[src/sv/gsvc_pkg.sv]
`timescale 1ns / 1ps
// Package for the gas supply valve controller: field widths, register indexes,
// coil bit positions, mode codes and the time window check. It has no dependencies.
package gsvc_pkg;

    localparam int PRESS_W     = 16;
    localparam int TIME_W      = 13;
    localparam int USER_VALVES = 12;
    localparam int COIL_W      = 16;
    localparam int MODE_W      = 2;
    localparam int CFG_W       = 32;
    localparam int CFG_IDX_W   = 4;

    localparam int IN_DATA_W   = 80;
    localparam int OUT_DATA_W  = 24;

    localparam logic [CFG_IDX_W-1:0] REG_START_RELIEF = 4'd0;
    localparam logic [CFG_IDX_W-1:0] REG_VAP_FEED     = 4'd1;
    localparam logic [CFG_IDX_W-1:0] REG_TANK_SUPPL   = 4'd2;
    localparam logic [CFG_IDX_W-1:0] REG_BACK_PRESS   = 4'd3;
    localparam logic [CFG_IDX_W-1:0] REG_STOP_TANK    = 4'd4;
    localparam logic [CFG_IDX_W-1:0] REG_STOP_VAP     = 4'd5;
    localparam logic [CFG_IDX_W-1:0] REG_SAFETY       = 4'd6;
    localparam logic [CFG_IDX_W-1:0] REG_TIME_WINDOW  = 4'd7;

    localparam int COIL_GAS    = 0;
    localparam int COIL_LIQUID = 1;
    localparam int COIL_RELIEF = 2;
    localparam int COIL_OUTLET = 3;
    localparam int COIL_USER0  = 4;

    localparam logic [MODE_W-1:0] MODE_OFF   = 2'd0;
    localparam logic [MODE_W-1:0] MODE_START = 2'd1;
    localparam logic [MODE_W-1:0] MODE_STOP  = 2'd2;

    typedef struct packed {
        logic                   heater_too_cold;
        logic                   sensor_error;
        logic [USER_VALVES-1:0] boot_inputs;
        logic [TIME_W-1:0]      time_of_day;
        logic [PRESS_W-1:0]     liquid_level;
        logic [PRESS_W-1:0]     vaporizer_pressure;
        logic [PRESS_W-1:0]     tank_pressure;
    } tick_t;

    // A window whose start lies after its end wraps past midnight.
    function automatic logic in_window(
        input logic [TIME_W-1:0]  now,
        input logic [PRESS_W-1:0] from,
        input logic [PRESS_W-1:0] to
    );
        logic [PRESS_W-1:0] now_w;
        logic               ok;
        begin
            now_w = PRESS_W'(now);
            if (from == to)
            begin
                ok = 1'b1;
            end
            else if (from < to)
            begin
                ok = (now_w >= from) && (now_w <= to);
            end
            else
            begin
                ok = !((now_w > to) && (now_w < from));
            end
            return ok;
        end
    endfunction

endpackage

[src/sv/gas_supply_valve_controller.sv]
`timescale 1ns / 1ps
// Gas supply valve controller top level: input register, coil decision logic and result register.
// It depends on gsvc_pkg.
// A tick passes the input register, then the result register, which holds it on a stall.
// Throughput is one tick per cycle unless the output stalls; the relief flags update as each tick
// leaves the input register. Reset is asynchronous and active low; it clears the valid bits,
// relief flags and configuration registers.
module gas_supply_valve_controller
(
    input  logic                                 clk,
    input  logic                                 rst_n,
    input  logic                                 s_axis_tvalid,
    output logic                                 s_axis_tready,
    // From bit 0: tank_pressure, vaporizer_pressure, liquid_level, time_of_day,
    // boot_inputs, sensor_error, heater_too_cold, zero fill.
    input  logic [gsvc_pkg::IN_DATA_W-1:0]       s_axis_tdata,
    output logic                                 m_axis_tvalid,
    input  logic                                 m_axis_tready,
    // From bit 0: valve_coils, mode, zero fill.
    output logic [gsvc_pkg::OUT_DATA_W-1:0]      m_axis_tdata,
    input  logic                                 cfg_we,
    input  logic [gsvc_pkg::CFG_IDX_W-1:0]       cfg_index,
    input  logic [gsvc_pkg::CFG_W-1:0]           cfg_data
);

    logic [gsvc_pkg::CFG_W-1:0]   start_relief_reg;
    logic [gsvc_pkg::CFG_W-1:0]   vap_feed_reg;
    logic [gsvc_pkg::PRESS_W-1:0] tank_suppl_reg;
    logic [gsvc_pkg::CFG_W-1:0]   back_press_reg;
    logic [gsvc_pkg::CFG_W-1:0]   stop_tank_reg;
    logic [gsvc_pkg::CFG_W-1:0]   stop_vap_reg;
    logic [gsvc_pkg::CFG_W-1:0]   safety_reg;
    logic [gsvc_pkg::CFG_W-1:0]   time_window_reg;

    logic                         in_valid_reg;
    gsvc_pkg::tick_t              in_data_reg;
    logic                         out_valid_reg;
    logic [gsvc_pkg::COIL_W-1:0]  coils_reg;
    logic [gsvc_pkg::MODE_W-1:0]  mode_reg;

    logic                         start_relief_active_reg;
    logic                         stop_tank_relief_active_reg;
    logic                         stop_vap_relief_active_reg;

    logic                         start_relief_active_next;
    logic                         stop_tank_relief_active_next;
    logic                         stop_vap_relief_active_next;
    logic [gsvc_pkg::COIL_W-1:0]  coils_next;
    logic [gsvc_pkg::MODE_W-1:0]  mode_next;

    logic                         out_free;
    logic                         advance;

    assign out_free      = !out_valid_reg || m_axis_tready;
    assign advance       = in_valid_reg && out_free;
    assign s_axis_tready = !in_valid_reg || out_free;
    assign m_axis_tvalid = out_valid_reg;
    assign m_axis_tdata  = {{(gsvc_pkg::OUT_DATA_W - gsvc_pkg::COIL_W - gsvc_pkg::MODE_W){1'b0}},
                            mode_reg, coils_reg};

    always_ff @(posedge clk or negedge rst_n)
    begin
        if (!rst_n)
        begin
            start_relief_reg <= '0;
            vap_feed_reg     <= '0;
            tank_suppl_reg   <= '0;
            back_press_reg   <= '0;
            stop_tank_reg    <= '0;
            stop_vap_reg     <= '0;
            safety_reg       <= '0;
            time_window_reg  <= '0;
        end
        else if (cfg_we)
        begin
            unique case (cfg_index)
                gsvc_pkg::REG_START_RELIEF: start_relief_reg <= cfg_data;
                gsvc_pkg::REG_VAP_FEED:     vap_feed_reg     <= cfg_data;
                gsvc_pkg::REG_TANK_SUPPL:   tank_suppl_reg   <= cfg_data[gsvc_pkg::PRESS_W-1:0];
                gsvc_pkg::REG_BACK_PRESS:   back_press_reg   <= cfg_data;
                gsvc_pkg::REG_STOP_TANK:    stop_tank_reg    <= cfg_data;
                gsvc_pkg::REG_STOP_VAP:     stop_vap_reg     <= cfg_data;
                gsvc_pkg::REG_SAFETY:       safety_reg       <= cfg_data;
                gsvc_pkg::REG_TIME_WINDOW:  time_window_reg  <= cfg_data;
                default:
                begin
                end
            endcase
        end
    end

    always_comb
    begin
        logic [gsvc_pkg::PRESS_W-1:0]     tank;
        logic [gsvc_pkg::PRESS_W-1:0]     vap;
        logic                             fault;
        logic                             force_stop;
        logic                             sra_set;
        logic                             sta_set;
        logic                             sva_set;

        tank = in_data_reg.tank_pressure;
        vap  = in_data_reg.vaporizer_pressure;

        start_relief_active_next     = start_relief_active_reg;
        stop_tank_relief_active_next = stop_tank_relief_active_reg;
        stop_vap_relief_active_next  = stop_vap_relief_active_reg;
        coils_next                   = '0;
        mode_next                    = gsvc_pkg::MODE_OFF;

        fault = in_data_reg.sensor_error
             || (tank < safety_reg[31:16])
             || (in_data_reg.liquid_level < safety_reg[15:0]);
        force_stop = in_data_reg.heater_too_cold
                  || !gsvc_pkg::in_window(in_data_reg.time_of_day,
                                          time_window_reg[31:16], time_window_reg[15:0])
                  || (in_data_reg.boot_inputs == '0);

        sra_set = (tank > start_relief_reg[31:16]) ? 1'b1 : start_relief_active_reg;
        sta_set = (tank > stop_tank_reg[31:16]) ? 1'b1 : stop_tank_relief_active_reg;
        sva_set = (vap > stop_vap_reg[31:16]) ? 1'b1 : stop_vap_relief_active_reg;

        priority if (fault)
        begin
            mode_next = gsvc_pkg::MODE_OFF;
        end
        else if (force_stop)
        begin
            mode_next                    = gsvc_pkg::MODE_STOP;
            start_relief_active_next     = 1'b0;
            stop_tank_relief_active_next = (tank < stop_tank_reg[15:0]) ? 1'b0 : sta_set;
            stop_vap_relief_active_next  = (vap < stop_vap_reg[15:0]) ? 1'b0 : sva_set;
            coils_next[gsvc_pkg::COIL_GAS] = (tank < back_press_reg[31:16])
                                          && (vap > back_press_reg[15:0]);
            coils_next[gsvc_pkg::COIL_RELIEF] = stop_tank_relief_active_next;
            coils_next[gsvc_pkg::COIL_OUTLET] = stop_vap_relief_active_next;
            coils_next[gsvc_pkg::COIL_USER0]  = stop_vap_relief_active_next;
        end
        else
        begin
            mode_next                = gsvc_pkg::MODE_START;
            start_relief_active_next = (tank < start_relief_reg[15:0]) ? 1'b0 : sra_set;
            coils_next[gsvc_pkg::COIL_W-1:gsvc_pkg::COIL_USER0] = in_data_reg.boot_inputs;
            coils_next[gsvc_pkg::COIL_OUTLET] = (vap > vap_feed_reg[31:16]);
            if (start_relief_active_next)
            begin
                coils_next[gsvc_pkg::COIL_GAS] = 1'b1;
            end
            else
            begin
                stop_tank_relief_active_next = 1'b0;
                stop_vap_relief_active_next  = 1'b0;
                if (vap > vap_feed_reg[15:0])
                begin
                    coils_next[gsvc_pkg::COIL_LIQUID] = 1'b1;
                end
                else
                begin
                    coils_next[gsvc_pkg::COIL_GAS] = (tank > tank_suppl_reg);
                end
            end
        end
    end

    always_ff @(posedge clk or negedge rst_n)
    begin
        if (!rst_n)
        begin
            in_valid_reg                <= 1'b0;
            out_valid_reg               <= 1'b0;
            start_relief_active_reg     <= 1'b0;
            stop_tank_relief_active_reg <= 1'b0;
            stop_vap_relief_active_reg  <= 1'b0;
        end
        else
        begin
            if (s_axis_tready)
            begin
                in_valid_reg <= s_axis_tvalid;
            end
            if (out_free)
            begin
                out_valid_reg <= in_valid_reg;
            end
            if (advance)
            begin
                start_relief_active_reg     <= start_relief_active_next;
                stop_tank_relief_active_reg <= stop_tank_relief_active_next;
                stop_vap_relief_active_reg  <= stop_vap_relief_active_next;
            end
        end
    end

    always_ff @(posedge clk)
    begin
        if (s_axis_tvalid && s_axis_tready)
        begin
            in_data_reg <= gsvc_pkg::tick_t'(s_axis_tdata[$bits(gsvc_pkg::tick_t)-1:0]);
        end
        if (advance)
        begin
            coils_reg <= coils_next;
            mode_reg  <= mode_next;
        end
    end

endmodule

[config.mk]
export PLATFORM = sky130hd
export DESIGN_NAME = gas_supply_valve_controller
export DESIGN_NICKNAME = d
export VERILOG_FILES = /design/src/sv/gsvc_pkg.sv /design/src/sv/gas_supply_valve_controller.sv
export SDC_FILE = /design/constraint.sdc
export NUM_CORES = 1
export LEC_CHECK = 0
export ABC_CLOCK_PERIOD_IN_PS = 3900
export BUFFER_PORTS_ARGS = -buffer_cell sky130_fd_sc_hd__buf_2
export CORE_ASPECT_RATIO = 1.25
export CORE_MARGIN = 10
export CORE_UTILIZATION = 28
export DETAILED_ROUTE_END_ITERATION = 7
export GPL_ROUTABILITY_DRIVEN = 0
export GPL_TIMING_DRIVEN = 0
export PLACE_DENSITY = 0.51
export SLEW_MARGIN = 20
export SYNTH_ARGS = -nofsm -noshare
export SYNTH_HDL_FRONTEND = slang
export SYNTH_SLANG_ARGS = --single-unit
[constraint.sdc]
create_clock -name clk -period 3.9 [get_ports clk]
set_input_delay 0.78 -clock clk [delete_from_list [all_inputs] [get_ports clk]]
set_output_delay 0.78 -clock clk [all_outputs]
set_load 0.01 [all_outputs]
# Yosys cells after proc, flatten, opt, wreduce, memory -nomap -nowiden
# Cells that the tools add are included.
# op_classes
n_reduce_logical	30
order_cmp	18
muxes	18
eq_ne	9
n_bitwise	2
# op_table
op	n
$gt 16x16->1	7
$lt 16x16->1	7
$reduce_and 2->1	9
$eq 16x16->1	1
$eq 4x3->1 const B	4
$ge 13x16->1	1
$gt 13x16->1	1
$le 13x16->1	1
$lt 13x16->1	1
$mux 1	16
$logic_not 12->1	1
$eq 4x2->1 const B	2
$logic_or 1x1->1	6
$logic_and 1x1->1	5
$eq 4x1->1 const B	1
$logic_not 1->1	4
$logic_not 4->1	1
$mux 2	2
$reduce_or 2->1	2
$reduce_and 3->1	1
$reduce_or 3->1	1
$ne 2x2->1 const B	1
$not 1->1	2
# word_totals
ff_bits	338
out_inout_bits	26
in_bits	121

# Logic depth before layout (Yosys ltp)
# logic_depth
ltp_word	10
ltp_mapped	11

# Worst setup path before layout
# Ideal clock, no wire load.
# synth_path
path_kind	input to register
from	input m_axis_tready
to	register in_data_reg[0] in the netlist's numbering (enable)
required_ns	3.458
stages	2
arrival_ns	2.750
setup_slack_ns	0.708
cell_sequence	nand3b_1 and2_1
# synth_via
elab_chain_cells	3
# synth_lines
item	line	text
from (decl)	gas_supply_valve_controller.sv:18	input logic m_axis_tready,
$logic_or 1x1->1	gas_supply_valve_controller.sv:54	assign out_free = !out_valid_reg || m_axis_tready;
$logic_or 1x1->1	gas_supply_valve_controller.sv:56	assign s_axis_tready = !in_valid_reg || out_free;
$logic_and 1x1->1	gas_supply_valve_controller.sv:196	if (s_axis_tvalid && s_axis_tready)
to (signal assigned)	gas_supply_valve_controller.sv:198	in_data_reg <= gsvc_pkg::tick_t'(s_axis_tdata[$bits(gsvc_pkg::tick_t)-1:0]);
to (decl)	gas_supply_valve_controller.sv:36	gsvc_pkg::tick_t in_data_reg;
# No other way between the ends.
# A chain may end at the register's enable or synchronous reset.

# Final worst setup path
# layout_path
from	register in_data_reg[11] in the netlist's numbering
to	register coils_reg[0] in the netlist's numbering (data pin)
# layout_via
elab_chain_cells	5
# layout_lines
item	line	text
$gt 16x16->1	gas_supply_valve_controller.sv:119	sra_set = (tank > start_relief_reg[31:16]) ? 1'b1 : start_relief_active_reg;
$mux 1	gas_supply_valve_controller.sv:119	
$mux 1	gas_supply_valve_controller.sv:142	start_relief_active_next = (tank < start_relief_reg[15:0]) ? 1'b0 : sra_set;
$mux 1	gas_supply_valve_controller.sv:145	if (start_relief_active_next)
$mux 1	gas_supply_valve_controller.sv:127	else if (force_stop)
to (signal assigned)	gas_supply_valve_controller.sv:202	coils_reg <= coils_next;
to (decl)	gas_supply_valve_controller.sv:38	logic [gsvc_pkg::COIL_W-1:0] coils_reg;
# Several ways; a longest one is shown, not always the timed one.

==> flow_summary.yaml <==
timing:
  min_period_ns: 3.01
  setup_viol: 0
  hold_viol: 0
  fmax_ghz: 0.332
  fin_crit_sh: 0.771
  rsz0062_at_grt: "false"
  finalClockSkew_ns: 0.0158
  finalMaxSlewViolations: 0
  finalSetupTns_ns: 0
  fin_ws_ns: 0.891
  maxSlewHeadroom: 0.353
  tightest_slew_ns: 0.961
critical_path:
  setup.worst_path.start_class: "flop"
  end_kind: "flop"
  required_ns: 4.17
  arrival_ns: 3.28
  critPathKind: "flop to flop"
  cp_max_fo: 7
  r2r_setup_slack_ns: 0.89
  rr_startpoint: "in_data_reg[11]"
  crit_start: "in_data_reg[11]"
floorplan:
  ios: 147
  design.core.area_um2: 64200
  std_cell_rows: 104
  start_util: 0.282
  die_area_um2: 75200
  dieWidth_um: 247
  die_h_um: 304
clock_tree:
  clk-insertion-delay-late_ns: 0.55
  cts_hold_buf: 0
  cts_resized: 0
  cts_root_buffer: "clkbuf_16"
  htreeDepth: 2
  tritoncts: "yes"
  cts_sinks: 338
  clkTransAtPathRegs_ns: 0.06
  clock_path_buffers: 3
  cts_buffers: 38
  post_cts_buffers: 0
cells_and_area:
  final_common_cell: "dfrtp_1"
  fin_util: 0.330
  final_layout_size_suffix_gt1_frac: 0.175
  fin_nets: 2188
  largest_register_ffs: 75
  fin_cells: 2699
  mostFrequentLayoutCells: "dfrtp_1, ha_1, inv_1"
  n_fill_cell: 6500
  syn_to_final_growth_pct: 17.0
power:
  intPower_uw: 7470
  clkPwrFrac: 0.321
  combPwrFrac: 0.247
  vdd_drop_max_v: 0.000325
  cellLeakagePower_uw: 0.00967
  p_per_area_nw_per_um2: 511
  switchingPower_uw: 3330
  power_uw: 10800
  swShare: 0.309
  p_seq_frac: 0.432
logic_synthesis:
  yosys.cell_types.count: 68
  synth_area_um2: 18100
  ys_warn_count: 0
  ys_ff_latch: 338
  dominantRegCellSynth: "dfrtp_1"
  yosysSeqAreaShare: 0.494
  async_flop_share: 0.725
  yosys-top-cells-area: "dfrtp_1, ha_1, edfxtp_1"
  syn_avg_cell_area_um2: 11.0
  synthCells: 1640
  synth-edff-count: 93
  synth_largest_area_cell: "dfrtp_1"
  yosysTopAreaCellShare: 0.339
grt:
  grt-ovfl-total: 0
  met1_usage: 0.157
  grt_max_degree: 91
  grt_pass1_vias: 13357
  gr-usage-met3: 0.0223
  antenna_found_initial: 0
  grt_use_total: 0.139
  use_met2: 0.257
  top_usage_layer: "met2"
  grt_first_pass_wirelength_mm: 79.4
place:
  hpwl_mm: 40.3
  place_ws_ns: 0.853
  portBuffers: 133
  dp_cells: 2631
status:
  status: "finished clean"
detailed_routing:
  vias_per_cell: 4.65
  routed_wl_mm: 52.2
  dr.pass1.iters: 5
  drt.antenna.violating_nets: 0
  wl_per_cell_um: 19.3
  drc: 0
  drt_iter0_markers: 660
  via_count: 12556
run:
  maxCapViolCount: 0
worst_hold_path:
  hold_path.class: "input port to async pin"
[synth_stat cells, drive strengths merged (3+ instances only)]
cell type,count
a2111oi,7
a211oi,16
a21boi,3
a21o,30
a21oi,66
and2,14
and3,3
and4,3
buf,13
clkbuf,32
dfrtp,245
edfxtp,93
ha,244
inv,232
mux2,122
nand2,150
nand2b,10
nand3,20
nand3b,6
nand4,35
nor2,34
nor2b,13
nor3,14
nor3b,5
nor4,10
o2111ai,3
o211ai,13
o21a,9
o21ai,161
o31ai,3
[per-stage QoR]
| step | hold WS, ns | area, µm² |
|---|---|---|
| after floorplan | 0.457 | 18100 |
| after global placement | 0.473 | 19800 |
| after detailed placement | 0.481 | 20000 |
| after CTS | 0.104 | 21100 |
| after global routing | 0.118 | 21100 |
| final | 0.112 | 21100 |
[power groups by stage]
| stage | clock network (µW) | registers (µW) | logic, µW |
|---|---|---|---|
| 6_report | 3470 | 4670 | 2660 |
| 5_1_grt | 3730 | 4740 | 3090 |
| 4_1_cts | 3600 | 4670 | 2700 |
| 3_5_place_dp | 0 | 4730 | 2690 |
| 3_3_place_gp | 0 | 4730 | 2570 |
| 2_1_floorplan | 0 | 4610 | 1900 |
[critical path, stage by stage (launching register included)]
cell and delay, ns:
edfxtp_1 0.73, ha_1 0.36, nand4_1 0.16, or2_0 0.20, a21oi_1 0.10, a2111oi_0 0.56
o211ai_1 0.14, nand3b_1 0.23, a21o_1 0.14, a21oi_1 0.09
[worst paths after layout]
kind,to,cells after the start
hold reg to reg,stop_tank_reg[3],1
setup reg to reg,coils_reg[0],9
hold / removal,stop_vap_reg[6],1
max in group asynchronous,safety_reg[20],3
min in group clk,in_data_reg[17],1
setup / recovery,coils_reg[0],9
[cell families (layout without fill, tap and decap cells)]
family,count (synthesis),count (layout),synth area share
simple gates,326,326,0.0890
compound gates,332,332,0.113
other cells,1,7,0.000207
flops,338,338,0.494
fa+ha+maj,244,244,0.169
mux,122,122,0.0760
buf+inv,277,482,0.0592
[layout make-up]
cell class	count	area, µm²	share of cell area
tap	848	1060	0.0502
buffer	45	199	0.00941
sequential	338	8920	0.422
clock buffer	47	1050	0.0495
antenna	1	2.50	0.000118
timing repair buffer	138	793	0.0375
multi-input combinational	1030	8110	0.384
clock inverter	20	134	0.00633
inverter	232	871	0.0412
[per-layer routing]
metal	wire length, µm	vias up
li1	-	6134
met1	21200	6136
met2	27400	204
met3	1840	82
met4	1760	0
met5	0	-
No activity file was read; power rests on OpenSTA's default activity.
